## config.mk

```make
export PLATFORM = sky130hd
export DESIGN_NAME = tiered_rate_group_scheduler
export DESIGN_NICKNAME = d
export VERILOG_FILES = /design/src/rtl/trgs_pkg.sv /design/src/rtl/trgs_ctrl.sv /design/src/rtl/trgs_dp.sv /design/src/rtl/tiered_rate_group_scheduler.sv
export VERILOG_INCLUDE_DIRS = /design/src /design/src/rtl
export SDC_FILE = /design/constraint.sdc
export NUM_CORES = 1
export LEC_CHECK = 0
export BUFFER_PORTS_ARGS = -buffer_cell sky130_fd_sc_hd__clkbuf_2
export CORE_ASPECT_RATIO = 1.5
export CORE_MARGIN = 3
export CORE_UTILIZATION = 48
export DETAILED_ROUTE_END_ITERATION = 6
export GPL_ROUTABILITY_DRIVEN = 0
export GPL_TIMING_DRIVEN = 0
export SETUP_SLACK_MARGIN = 0.05
export SLEW_MARGIN = 40
export SYNTH_ARGS = -nofsm -noshare
export SYNTH_HDL_FRONTEND = slang
export SYNTH_SLANG_ARGS = --single-unit
```

## constraint.sdc

```tcl
create_clock -name clk -period 4 [get_ports clk]
set_input_delay 0.6 -clock clk [delete_from_list [all_inputs] [get_ports clk]]
set_output_delay 0.6 -clock clk [all_outputs]
set_load 0.01 [all_outputs]
```

## src/rtl/tiered_rate_group_scheduler_assert.svh

```systemverilog
// assertion macros for the tiered rate group scheduler
`ifndef TIERED_RATE_GROUP_SCHEDULER_ASSERT_SVH
`define TIERED_RATE_GROUP_SCHEDULER_ASSERT_SVH

// same-cycle implication, checked outside reset
`define TRGS_ASSERT_NOW(lbl, ante, cons) \
  lbl: assert property (@(posedge clk) disable iff (rst) (ante) |-> (cons)) \
    else $error("trgs check failed");

// next-cycle implication, checked outside reset
`define TRGS_ASSERT_NEXT(lbl, ante, cons) \
  lbl: assert property (@(posedge clk) disable iff (rst) (ante) |=> (cons)) \
    else $error("trgs check failed");

`endif

```

## src/rtl/trgs_pkg.sv

```systemverilog
// shared types, codes and defaults of the tiered rate group scheduler
package trgs_pkg;

  localparam int NUM_TIERS_DEF      = 4;
  localparam int SLOTS_PER_TIER_DEF = 16;
  localparam int ID_BITS_DEF        = 8;

  // cap on run beats of one tick
  localparam int MAX_RUN   = 30;
  localparam int RUN_CNT_W = $clog2(MAX_RUN + 1);

  // request kinds
  localparam logic [1:0] REQ_TICK   = 2'd0;
  localparam logic [1:0] REQ_ADD    = 2'd1;
  localparam logic [1:0] REQ_REMOVE = 2'd2;

  // response kinds
  localparam logic [2:0] RESP_RUN     = 3'd0;
  localparam logic [2:0] RESP_NONE    = 3'd1;
  localparam logic [2:0] RESP_ADDED   = 3'd2;
  localparam logic [2:0] RESP_REMOVED = 3'd3;
  localparam logic [2:0] RESP_FULL    = 3'd4;

  typedef enum logic [1:0] {
    ST_IDLE,
    ST_SCAN,
    ST_FINISH
  } state_t;

  typedef struct packed {
    logic start;    // capture request, rewind scan
    logic scan_en;  // walk the slot table
    logic finish;   // emit final beat, commit table or counter
  } ctrl_cmd_t;

  typedef struct packed {
    logic scan_done;  // last slot evaluated this cycle
    logic out_free;   // output register can take a beat
  } dp_stat_t;

endpackage

```

## src/rtl/trgs_ctrl.sv

```systemverilog
// controller state machine of the tiered rate group scheduler
module trgs_ctrl (
  input  logic                clk,
  input  logic                rst,
  input  logic                s_tvalid,
  input  logic [1:0]          req_type,
  output logic                s_tready,
  input  trgs_pkg::dp_stat_t  stat,
  output trgs_pkg::ctrl_cmd_t cmd
);

  trgs_pkg::state_t state, state_next;
  logic known;

  assign known = (req_type == trgs_pkg::REQ_TICK) || (req_type == trgs_pkg::REQ_ADD) ||
                 (req_type == trgs_pkg::REQ_REMOVE);

  always_ff @(posedge clk) begin
    if (rst) begin
      state <= trgs_pkg::ST_IDLE;
    end else begin
      state <= state_next;
    end
  end

  always_comb begin
    state_next = state;
    unique case (state)
      trgs_pkg::ST_IDLE: begin
        if (s_tvalid && known) state_next = trgs_pkg::ST_SCAN;
      end
      trgs_pkg::ST_SCAN: begin
        if (stat.scan_done) state_next = trgs_pkg::ST_FINISH;
      end
      trgs_pkg::ST_FINISH: begin
        if (stat.out_free) state_next = trgs_pkg::ST_IDLE;
      end
      default: state_next = trgs_pkg::ST_IDLE;
    endcase
  end

  always_comb begin
    s_tready    = 1'b0;
    cmd.start   = 1'b0;
    cmd.scan_en = 1'b0;
    cmd.finish  = 1'b0;
    unique case (state)
      trgs_pkg::ST_IDLE: begin
        s_tready  = 1'b1;
        cmd.start = s_tvalid && known;
      end
      trgs_pkg::ST_SCAN: begin
        cmd.scan_en = 1'b1;
      end
      trgs_pkg::ST_FINISH: begin
        cmd.finish = stat.out_free;
      end
      default: begin
        s_tready = 1'b0;
      end
    endcase
  end

endmodule

```

## src/rtl/trgs_dp.sv

```systemverilog
// datapath of the tiered rate group scheduler: slot table, scan pipeline, output register
module trgs_dp #(
  parameter int NUM_TIERS      = trgs_pkg::NUM_TIERS_DEF,
  parameter int SLOTS_PER_TIER = trgs_pkg::SLOTS_PER_TIER_DEF,
  parameter int ID_BITS        = trgs_pkg::ID_BITS_DEF
) (
  input  logic                clk,
  input  logic                rst,
  input  trgs_pkg::ctrl_cmd_t cmd,
  output trgs_pkg::dp_stat_t  stat,
  input  logic [1:0]          in_req_type,
  input  logic [7:0]          in_task_id,
  input  logic [1:0]          in_tier,
  output logic                out_valid,
  input  logic                out_ready,
  output logic [2:0]          out_kind,
  output logic [7:0]          out_id,
  output logic [1:0]          out_tier,
  output logic [3:0]          out_slot,
  output logic [3:0]          out_period,
  output logic [31:0]         out_cyc,
  output logic                out_last
);

  localparam int DEPTH  = NUM_TIERS * SLOTS_PER_TIER;
  localparam int ADDR_W = (DEPTH > 1) ? $clog2(DEPTH) : 1;
  localparam int TIER_W = (NUM_TIERS > 1) ? $clog2(NUM_TIERS) : 1;
  localparam int SLOT_W = (SLOTS_PER_TIER > 1) ? $clog2(SLOTS_PER_TIER) : 1;
  localparam int CNT_W  = trgs_pkg::RUN_CNT_W;

  function automatic logic [3:0] period_of(input logic [2:0] t);
    logic [7:0] p;
    p = 8'd1 << t;
    return p[3:0];
  endfunction

  // request
  logic [1:0]         req_kind;
  logic [ID_BITS-1:0] req_id;
  logic [1:0]         req_tier;
  logic [15:0]        id_wide;

  logic [31:0]        cycle_counter;

  // slot table: valid flags in flops, ids in memory
  logic [DEPTH-1:0]   valid;
  logic [ID_BITS-1:0] id_mem [DEPTH];
  logic [ID_BITS-1:0] rd_id;

  // issue stage
  logic [ADDR_W-1:0]  iss_addr;
  logic [TIER_W-1:0]  iss_tier;
  logic [SLOT_W-1:0]  iss_slot;
  logic               iss_done;
  logic               iss_last;

  // evaluate stage
  logic [ADDR_W-1:0]  ev_addr;
  logic [TIER_W-1:0]  ev_tier;
  logic [SLOT_W-1:0]  ev_slot;
  logic               ev_vld;
  logic               ev_last;

  // run beats held back one step so the final one can carry last
  logic               pend_vld;
  logic [ID_BITS-1:0] pend_id;
  logic [TIER_W-1:0]  pend_tier;
  logic [SLOT_W-1:0]  pend_slot;
  logic [CNT_W-1:0]   hit_cnt;

  // placement slot for add, first cleared slot for remove
  logic               found;
  logic [ADDR_W-1:0]  f_addr;
  logic [TIER_W-1:0]  f_tier;
  logic [SLOT_W-1:0]  f_slot;

  logic               ev_bit;
  logic               id_match;
  logic [7:0]         tmask;
  logic               due;
  logic               run_hit;
  logic               out_free;
  logic               stall;
  logic               advance;
  logic               rd_en;
  logic               mem_we;
  logic               clr_en;
  logic               place_cand;
  logic               rem_first;

  assign id_wide    = 16'(in_task_id);
  assign iss_last   = (iss_addr == ADDR_W'(DEPTH - 1));
  assign ev_bit     = valid[ev_addr];
  assign id_match   = ev_bit && (rd_id == req_id);
  assign tmask      = (8'd1 << ev_tier) - 8'd1;
  assign due        = (((8'(ev_slot)) ^ cycle_counter[7:0]) & tmask) == 8'd0;
  assign run_hit    = ev_vld && (req_kind == trgs_pkg::REQ_TICK) && ev_bit && due &&
                      (hit_cnt < CNT_W'(trgs_pkg::MAX_RUN));
  assign out_free   = !out_valid || out_ready;
  assign stall      = run_hit && pend_vld && !out_free;
  assign advance    = cmd.scan_en && !stall;
  assign rd_en      = advance && !iss_done;
  assign mem_we     = cmd.finish && (req_kind == trgs_pkg::REQ_ADD) && found;
  assign clr_en     = advance && ev_vld && (req_kind != trgs_pkg::REQ_TICK) && id_match;
  assign place_cand = ev_vld && (req_kind == trgs_pkg::REQ_ADD) && !found &&
                      (8'(ev_tier) == 8'(req_tier)) && (!ev_bit || id_match);
  assign rem_first  = ev_vld && (req_kind == trgs_pkg::REQ_REMOVE) && !found && id_match;

  assign stat.scan_done = cmd.scan_en && ev_vld && ev_last && !stall;
  assign stat.out_free  = out_free;

  always_ff @(posedge clk) begin
    if (mem_we) begin
      id_mem[f_addr] <= req_id;
    end
    if (rd_en) begin
      rd_id <= id_mem[iss_addr];
    end
  end

  // request capture
  always_ff @(posedge clk) begin
    if (cmd.start) begin
      req_kind <= in_req_type;
      req_id   <= id_wide[ID_BITS-1:0];
      req_tier <= in_tier;
    end
  end

  // valid flags, counter and scan control
  always_ff @(posedge clk) begin
    if (rst) begin
      valid         <= '0;
      cycle_counter <= '0;
      iss_done      <= 1'b1;
      ev_vld        <= 1'b0;
      pend_vld      <= 1'b0;
      found         <= 1'b0;
      hit_cnt       <= '0;
    end else begin
      if (clr_en) valid[ev_addr] <= 1'b0;
      if (mem_we) valid[f_addr] <= 1'b1;
      if (cmd.finish && (req_kind == trgs_pkg::REQ_TICK)) begin
        cycle_counter <= cycle_counter + 32'd1;
      end
      if (cmd.start) begin
        iss_done <= 1'b0;
        ev_vld   <= 1'b0;
        pend_vld <= 1'b0;
        found    <= 1'b0;
        hit_cnt  <= '0;
      end else if (advance) begin
        ev_vld <= !iss_done;
        if (!iss_done) iss_done <= iss_last;
        if (run_hit) begin
          pend_vld <= 1'b1;
          hit_cnt  <= hit_cnt + CNT_W'(1);
        end
        if (place_cand || rem_first) found <= 1'b1;
      end
    end
  end

  // scan addresses and captured slot positions
  always_ff @(posedge clk) begin
    if (cmd.start) begin
      iss_addr <= '0;
      iss_tier <= '0;
      iss_slot <= '0;
    end else if (advance) begin
      if (!iss_done) begin
        ev_addr  <= iss_addr;
        ev_tier  <= iss_tier;
        ev_slot  <= iss_slot;
        ev_last  <= iss_last;
        iss_addr <= iss_addr + ADDR_W'(1);
        if (iss_slot == SLOT_W'(SLOTS_PER_TIER - 1)) begin
          iss_slot <= '0;
          iss_tier <= iss_tier + TIER_W'(1);
        end else begin
          iss_slot <= iss_slot + SLOT_W'(1);
        end
      end
      if (run_hit) begin
        pend_id   <= rd_id;
        pend_tier <= ev_tier;
        pend_slot <= ev_slot;
      end
      if (place_cand || rem_first) begin
        f_addr <= ev_addr;
        f_tier <= ev_tier;
        f_slot <= ev_slot;
      end
    end
  end

  // output register
  always_ff @(posedge clk) begin
    if (rst) begin
      out_valid <= 1'b0;
    end else if ((advance && run_hit && pend_vld) || cmd.finish) begin
      out_valid <= 1'b1;
    end else if (out_ready) begin
      out_valid <= 1'b0;
    end
  end

  always_ff @(posedge clk) begin
    if (advance && run_hit && pend_vld) begin
      out_kind   <= trgs_pkg::RESP_RUN;
      out_id     <= 8'(pend_id);
      out_tier   <= 2'(pend_tier);
      out_slot   <= 4'(pend_slot);
      out_period <= period_of(3'(pend_tier));
      out_cyc    <= cycle_counter;
      out_last   <= 1'b0;
    end else if (cmd.finish) begin
      out_last <= 1'b1;
      unique case (req_kind)
        trgs_pkg::REQ_TICK: begin
          out_cyc <= cycle_counter;
          if (pend_vld) begin
            out_kind   <= trgs_pkg::RESP_RUN;
            out_id     <= 8'(pend_id);
            out_tier   <= 2'(pend_tier);
            out_slot   <= 4'(pend_slot);
            out_period <= period_of(3'(pend_tier));
          end else begin
            out_kind   <= trgs_pkg::RESP_NONE;
            out_id     <= '0;
            out_tier   <= '0;
            out_slot   <= '0;
            out_period <= '0;
          end
        end
        trgs_pkg::REQ_ADD: begin
          out_cyc  <= '0;
          out_id   <= 8'(req_id);
          out_tier <= req_tier;
          if (found) begin
            out_kind   <= trgs_pkg::RESP_ADDED;
            out_slot   <= 4'(f_slot);
            out_period <= period_of(3'(req_tier));
          end else begin
            out_kind   <= trgs_pkg::RESP_FULL;
            out_slot   <= '0;
            out_period <= '0;
          end
        end
        default: begin
          // remove
          out_cyc  <= '0;
          out_id   <= 8'(req_id);
          out_kind <= trgs_pkg::RESP_REMOVED;
          if (found) begin
            out_tier   <= 2'(f_tier);
            out_slot   <= 4'(f_slot);
            out_period <= period_of(3'(f_tier));
          end else begin
            out_tier   <= '0;
            out_slot   <= '0;
            out_period <= '0;
          end
        end
      endcase
    end
  end

endmodule

```

## src/rtl/tiered_rate_group_scheduler.sv

```systemverilog
// top level of the tiered rate group scheduler
// A cyclic executive with power-of-two rate groups. The slot table holds
// NUM_TIERS tiers of SLOTS_PER_TIER slots; a task placed in tier t runs on
// every 2^t-th tick. A tick beat yields one run beat per due slot, in tier
// then slot order (at most 30), or a single none-due beat, then advances the
// 32-bit cycle counter; an add clears the id everywhere and takes the lowest
// free slot of its tier (or answers tier full); a remove clears the id and
// reports the first slot it held. The last beat of each request has tlast
// set. Requests are handled one at a time: the table ids sit in a
// single-port memory walked one slot per cycle, except while a run beat
// waits on a held-off result side; the final beat waits for it too.
// A request with an unknown kind is taken and dropped without a beat.
// After reset the table is empty and the cycle counter is zero; no
// clearing pass is needed.
module tiered_rate_group_scheduler #(
  parameter int NUM_TIERS      = trgs_pkg::NUM_TIERS_DEF,
  parameter int SLOTS_PER_TIER = trgs_pkg::SLOTS_PER_TIER_DEF,
  parameter int ID_BITS        = trgs_pkg::ID_BITS_DEF
) (
  input  logic        clk,
  input  logic        rst,
  // request channel
  input  logic        s_tvalid,
  output logic        s_tready,
  input  logic [15:0] s_tdata,   // task_id [7:0], tier [9:8], zero fill
  input  logic [1:0]  s_tuser,   // req_type [1:0]
  // result channel
  output logic        m_tvalid,
  input  logic        m_tready,
  output logic [55:0] m_tdata,   // task_id_res [7:0], tier_res [9:8], slot [13:10],
                                 // period_ticks [17:14], cycle_number [49:18], zero fill
  output logic [2:0]  m_tuser,   // resp_kind [2:0]
  output logic        m_tlast    // last beat of the request
);

  trgs_pkg::ctrl_cmd_t cmd;
  trgs_pkg::dp_stat_t  stat;

  logic [7:0]  res_id;
  logic [1:0]  res_tier;
  logic [3:0]  res_slot;
  logic [3:0]  res_period;
  logic [31:0] res_cyc;

  trgs_ctrl u_ctrl (
    .clk      (clk),
    .rst      (rst),
    .s_tvalid (s_tvalid),
    .req_type (s_tuser),
    .s_tready (s_tready),
    .stat     (stat),
    .cmd      (cmd)
  );

  trgs_dp #(
    .NUM_TIERS      (NUM_TIERS),
    .SLOTS_PER_TIER (SLOTS_PER_TIER),
    .ID_BITS        (ID_BITS)
  ) u_dp (
    .clk         (clk),
    .rst         (rst),
    .cmd         (cmd),
    .stat        (stat),
    .in_req_type (s_tuser),
    .in_task_id  (s_tdata[7:0]),
    .in_tier     (s_tdata[9:8]),
    .out_valid   (m_tvalid),
    .out_ready   (m_tready),
    .out_kind    (m_tuser),
    .out_id      (res_id),
    .out_tier    (res_tier),
    .out_slot    (res_slot),
    .out_period  (res_period),
    .out_cyc     (res_cyc),
    .out_last    (m_tlast)
  );

  // pack result fields, lowest field first
  assign m_tdata = {6'd0, res_cyc, res_period, res_slot, res_tier, res_id};

  `include "tiered_rate_group_scheduler_assert.svh"

  // a known request always enters the scan
  `TRGS_ASSERT_NEXT(a_start_scans, cmd.start, cmd.scan_en)
  // the final beat of a request is loaded with tlast set
  `TRGS_ASSERT_NEXT(a_finish_last, cmd.finish, m_tvalid && m_tlast)
  // no new request is taken while the table is being walked
  `TRGS_ASSERT_NOW(a_no_accept_in_scan, cmd.scan_en, !s_tready)

endmodule

```

# ---- After elaboration in Yosys (flattened, before gate mapping)
# Memory sizes are Yosys's and may differ from the RTL's. A register that Yosys moved wholly into a read port is not among the register bits.
# Cells that the tools add are included.
dict set report op_classes {
  add_sub_neg 6
  order_cmp 5
  n_eq_ne 13
  shifts 4
  n_mux 51
  n_bitwise 7
  reduce_logical 59
}
# op count
set op_table {}
lappend op_table {{2-to-1 mux 64 bit} 3}
lappend op_table {{2-to-1 mux 32 bit} 3}
lappend op_table {{AND 64 bit} 1}
lappend op_table {{NOT 64 bit} 1}
lappend op_table {{bitwise OR 64 bit} 1}
lappend op_table {{2-to-1 mux 4 bit} 11}
lappend op_table {{adder 32 x 1 -> 32 bit (second input constant)} 1}
lappend op_table {{2-to-1 mux 8 bit} 4}
lappend op_table {{logical AND 1 bit} 30}
lappend op_table {{2-to-1 mux 1 bit} 15}
lappend op_table {{AND reduction 3 bit} 5}
lappend op_table {{less-than comparator 6 x 7 -> 1 bit (second input constant)} 2}
lappend op_table {{2-to-1 mux 2 bit} 7}
lappend op_table {{demux 1 bit (select 6 bit)} 2}
lappend op_table {{>= comparator 6 x 1 -> 1 bit (second input constant)} 2}
lappend op_table {{<< shifter 1 x 2 -> 4 bit (first input constant)} 3}
lappend op_table {{AND 8 bit} 1}
lappend op_table {{equality test 8 bit} 1}
lappend op_table {{logical NOT 8 bit} 1}
lappend op_table {{one-hot mux 4 bit (2 select lines)} 1}
lappend op_table {{nonzero test 2 bit} 4}
lappend op_table {{<< shifter 1 x 2 -> 8 bit (first input constant)} 1}
lappend op_table {{subtractor 8 x 1 -> 8 bit (second input constant)} 1}
lappend op_table {{bitwise XOR 4 x 8 -> 8 bit} 1}
lappend op_table {{other kinds (23)} 43}
dict set report totals {
  register_bits 225
  ram_bits 512
  in_bits 22
  output_inout_bits 62
  wordCells 178
  mem_count 1
}
# name words width read_ports rd_ports_with_merged_regs write_ports line_no
set memory_table {}
lappend memory_table {u_dp.id_mem 64 8 1 1 1 trgs_dp.sv:47} ;# logic [ID_BITS-1:0] id_mem [DEPTH];

# ---- Depth between registers and ports, before layout
dict set report depth {
  ltp_word 17
  mapped_depth 13
  ltp_nobuf 10
}

# ---- Hierarchy
# A second synthesis with hierarchy kept.
dict set report hier_totals {
  hier_cells 1793
  area_unflattened_um2 29831.1
}
# mod instances cells_per_inst area_per_inst_um2 seq_area_each_um2
set modules_own_cells {}
lappend modules_own_cells {trgs_dp 1 1772 29667.2 21090.2}
lappend modules_own_cells {trgs_ctrl 1 14 115.1 40.0}
lappend modules_own_cells {tiered_rate_group_scheduler 1 7 48.8 0.0}

# ---- Worst setup path after synthesis
# Ideal clock, no wire load.
dict set report synth_path {
  path_kind {register to register}
  start {register u_dp.ev_tier[1]}
  end {register u_dp.out_cyc[0], enable pin}
  setup_ns 0.386
  arrival_time_ns 3.129
  required_time_ns 3.614
  path_slack_ns 0.486
  stages_incl_launch_ff 9
  n_path_buf 0
  period_less_slack_ns 3.514
  path_cell_list {edfxtp_1 > or2_2 > ha_1 > o211ai_1 > nand4_1 > a2111oi_4 > and3_1 > and2_1 > or2_2}
}
dict set report synth_between {
  elab_chain_len 13
}
# item line_no
set synth_rtl {}
lappend synth_rtl {{start: declaration} trgs_dp.sv:59} ;# logic [TIER_W-1:0] ev_tier;
lappend synth_rtl {{start signal: assignment} trgs_dp.sv:173} ;# ev_tier <= iss_tier;
lappend synth_rtl {{<< shifter 1 x 2 -> 8 bit *} trgs_dp.sv:95} ;# assign tmask = (8'd1 << ev_tier) - 8'd1;
lappend synth_rtl {{subtractor 8 x 1 -> 8 bit *} trgs_dp.sv:95}
lappend synth_rtl {{AND 8 bit *} trgs_dp.sv:96} ;# assign due = (((8'(ev_slot)) ^ cycle_counter[7:0]) & tmask) == 8'd0;
lappend synth_rtl {{logical NOT 8 bit *} trgs_dp.sv:96}
lappend synth_rtl {{logical AND 1 bit * (2 in series)} trgs_dp.sv:97} ;# assign run_hit = ev_vld && (req_kind == trgs_pkg::REQ_TICK) && ev_bit && due &&
lappend synth_rtl {{logical AND 1 bit (2 in series)} trgs_dp.sv:100} ;# assign stall = run_hit && pend_vld && !out_free;
lappend synth_rtl {{logical NOT 1 bit} trgs_dp.sv:101} ;# assign advance = cmd.scan_en && !stall;
lappend synth_rtl {{logical AND 1 bit} trgs_dp.sv:101}
lappend synth_rtl {{logical AND 1 bit * (2 in series)} trgs_dp.sv:209} ;# if (advance && run_hit && pend_vld) begin
lappend synth_rtl {{nonzero test 2 bit (no source line) *} n/a}
lappend synth_rtl {{end signal: assignment} trgs_dp.sv:215} ;# out_cyc <= cycle_counter;
lappend synth_rtl {{end signal: assignment} trgs_dp.sv:221} ;# out_cyc <= cycle_counter;
lappend synth_rtl {{end: declaration} trgs_dp.sv:21} ;# output logic [31:0] out_cyc,
# Mark *: on every way between the ends. The rest lies on a longest branch, timed or not.
# A chain may end at the register's enable or synchronous reset.

==> flow_summary.json <==
{
  "yosysTopAreaCellShare_pct": 63.0,
  "drc": 0,
  "wl_per_cell_um": 26.2,
  "cap_violations": 0,
  "outcome": "complete, no violations",
  "netSwitchingPower_mw": 3.38,
  "finalCriticalPeriod_ns": 3.70,
  "p_seq_share_pct": 53.1,
  "critPathKind": "flip-flop to flip-flop",
  "ys_seq_area_share_pct": 71.4,
  "synth_enable_flop_cells": 621,
  "grt_max_degree": 51,
  "grt_pass1_vias": 16900,
  "crit_end": "u_dp.rd_id[0]$_DFFE_PP_",
  "setup_viol": 0,
  "area_delta_synth_final_pct": 13.7,
  "timing.rr.start": "u_dp.iss_addr[1]$_SDFFE_PP0P_",
  "cts_made_buffers": 70,
  "holdCritPathClass": "input port to flip-flop",
  "slew_headroom_pct": 39.0,
  "drv_slew": 0,
  "comb_power_share_pct": 5.6,
  "synth_xor_area_share_pct": 1.21,
  "htree_levels": 3,
  "p_per_area_mw_per_mm2": 473,
  "r2r_cells": 6,
  "swShare_pct": 21.2,
  "drive_above_1_share_pct": 22.6,
  "antenna_found_initial": 0,
  "ys_ff_latch": 745,
  "post-dp-hpwl_um": 52100,
  "path_clk_slew_ns": 0.07,
  "cts_sinks": 745,
  "finalSetupTns_ns": 0,
  "final_cell_count_no_fill": 2774,
  "clkLatencyLatePin_ns": 0.60,
  "rrSetupSlack_ns": 0.30,
  "cp.arrival_ns": 4.03,
  "p_total_mw": 15.9,
  "routed_wl_um": 72800,
  "dieArea_mm2": 0.0647,
  "worstPathRequired_ns": 4.33,
  "io_buffers": 70,
  "synth_common_cells": "edfxtp_1 (621), mux4_2 (168), nand2_1 (137)",
  "end_kind": "flip-flop",
  "irDropWorstVdd_v": 0.000277,
  "crit_fanout": 10,
  "yosys_warnings": 0,
  "rsz0062_at_grt": "false",
  "internal_power_mw": 12.5,
  "die_w_um": 209,
  "grt_pass1_wl_um": 108000,
  "synthDistinctLibCells": 65,
  "synth_most_common_cell": "edfxtp_1",
  "async_flop_share_pct": 0,
  "fin_crit_sh_pct": 92.5,
  "start_util_pct": 48.9,
  "skew_ns": 0.0150,
  "grt_overflow_total": 0,
  "netlist_area_mm2": 0.0296,
  "utilization_pct": 55.6,
  "synth_top_area_cell": "edfxtp_1",
  "ys.flop_type": "edfxtp_1",
  "synth.area.top_cells": "edfxtp_1 (63%), mux4_2 (13%), dfxtp_1 (8.4%)",
  "reg2reg_to": "u_dp.rd_id[0]$_DFFE_PP_",
  "cts_tree": "yes",
  "synth_area_per_cell_um2": 16.9,
  "leakagePower_nw": 11.4,
  "worst_slew_pin_slew_ns": 0.915,
  "coreArea_mm2": 0.0606,
  "drtAntennaViolNets": 0,
  "hold_viol": 0,
  "hold_buffers": 0,
  "muxShareOfSynthArea_pct": 14.0,
  "io_pins": 84,
  "synth-simple-area-share_pct": 6.31,
  "cts-root-buf": "clkbuf_16",
  "drtIter0Drc": 1598,
  "dp_cells": 2647,
  "synth_top_family_by_area": "multiplexers",
  "num-fill-cells": 4742,
  "multi_input_area_mm2": 0.00777,
  "crit_start": "u_dp.iss_addr[1]$_SDFFE_PP0P_",
  "fin_nets": 1964,
  "grt_usage_pct": 22.5,
  "via_per_inst": 5.85,
  "die_y_um": 310,
  "seqCellArea_mm2": 0.0211,
  "cp-start-kind": "flip-flop",
  "dr_total_vias": 16200,
  "synth_fa_ha_area_share_pct": 0.254,
  "syn_inst": 1753,
  "clkPwrFrac_pct": 41.3,
  "synth_compound_area_share_pct": 4.17,
  "num_rows": 110,
  "cts_buffer_depth": 3,
  "fmax_mhz": 270,
  "first_pass_iters": 5
}
-- cell families after synthesis --
group	Yosys count
other	1
and+or+nand+nor	376
DFF	745
buffers and inverters	177
adders and majority gates	6
AOI/OAI and AO/OA	202
xor gates and xnor gates	41
muxes	205
-- stage by stage --
stage / worst slack [ns] / hold slack, ns / area, µm²
after CTS: 0.231 / 0.153 / 33600
final: 0.298 / 0.182 / 33700
after global placement: -0.227 / 0.429 / 30900
after floorplan: 0.486 / 0.406 / 29600
after global routing: 0.0882 / 0.163 / 33700
after detailed placement: -0.0277 / 0.431 / 31400
-- worst min-delay path by stage --
stage,startpoint,end,cells after the start
after floorplan,u_dp.iss_addr[2]$_SDFFE_PP0P_,u_dp.ev_addr[2]$_DFFE_PP_,0
after global placement,u_dp.iss_addr[2]$_SDFFE_PP0P_,u_dp.ev_addr[2]$_DFFE_PP_,0
after detailed placement,u_dp.iss_addr[2]$_SDFFE_PP0P_,u_dp.ev_addr[2]$_DFFE_PP_,0
after CTS,s_tdata[7],u_dp.req_id[7]$_DFFE_PP_,1
after global routing,s_tdata[6],u_dp.req_id[6]$_DFFE_PP_,1
final,s_tdata[7],u_dp.req_id[7]$_DFFE_PP_,1
-- layout make-up --
cell class | count | area share (%)
Buffer | 99 | 1.48
Multi-Input combinational cell | 837 | 23.1
Clock inverter | 38 | 0.970
Timing Repair Buffer | 105 | 2.18
Antenna cell | 1 | 0.00743
Inverter | 78 | 0.870
Sequential cell | 745 | 62.8
Clock buffer | 87 | 5.70
Tap cell | 784 | 2.91
-- sequential cells by signal (all words and copies together) (netlist names), 3 cells and up --
register            cells
u_dp.req_id             8
u_dp.iss_addr           6
u_dp.iss_slot           4
u_dp.out_cyc           32
u_dp.out_slot           4
u_dp.rd_id              8
u_dp.valid             64
u_dp.f_slot             4
u_dp.hit_cnt            5
u_dp.out_period         4
u_dp.out_kind           3
u_dp.f_addr             6
u_dp.pend_id            8
u_dp.cycle_counter     32
u_dp.pend_slot          4
u_dp.id_mem           512
u_dp.ev_slot            4
u_dp.out_id             8
u_dp.ev_addr            6
-- per-layer routing --
metal  routed length [µm]  global-route usage (%)  vias to the layer above
met4                 3400                    10.1                        0
li1                     -                       -                     7196
met3                 3330                    3.37                      168
met2                39800                    42.0                      504
met1                26300                    25.6                     8353
met5                    0                       0                        -
-- power groups by stage --
stage	sequential [mW]	combinational [mW]	clock (mW)
finish	8.45	0.888	6.58
global route	8.45	0.942	7.00
CTS	8.45	0.905	6.69
detailed placement	8.62	0.902	0
global placement	8.71	0.762	0
floorplan	8.65	0.518	0
-- cell usage in the layout, fill, tap and decap left out, types with 4 or more instances in the layout --
cell,count
a2111oi_0,8
nor2_1,64
and3_1,14
buf_6,33
clkbuf_8,4
xor2_1,20
ha_1,6
bufinv_16,5
mux2i_1,37
buf_1,14
clkbuf_1,52
inv_1,73
clkbuf_2,75
clkbuf_16,73
clkinv_1,16
conb_1,6
a31oi_1,64
dfxtp_1,124
nand2b_1,4
nand4_1,19
and2_1,36
xnor2_1,21
buf_2,16
edfxtp_1,621
mux4_2,168
or3_1,9
nor3_2,6
buf_4,22
a21oi_1,20
a22oi_1,8
nand2_1,137
nor2b_1,12
o21ai_0,78
clkinv_2,14
nand3_1,46
-- timing repair --
item / 4_1_cts / 5_1_grt
setup endpoints to repair: 50 / 50
pin swaps: 0 / 0
setup buffers: 0 / 0
resized for setup: 1 / 1
cloned: 0 / 1
-- worst max-delay path, stage by stage (launching register included) --
cell,delay (ns)
dfxtp_1,0.44
clkbuf_1,0.28
clkbuf_2,0.46
buf_1,0.73
mux4_2,0.46
mux4_2,0.56
mux4_2,0.48
No activity file was read; power rests on OpenSTA's default activity.
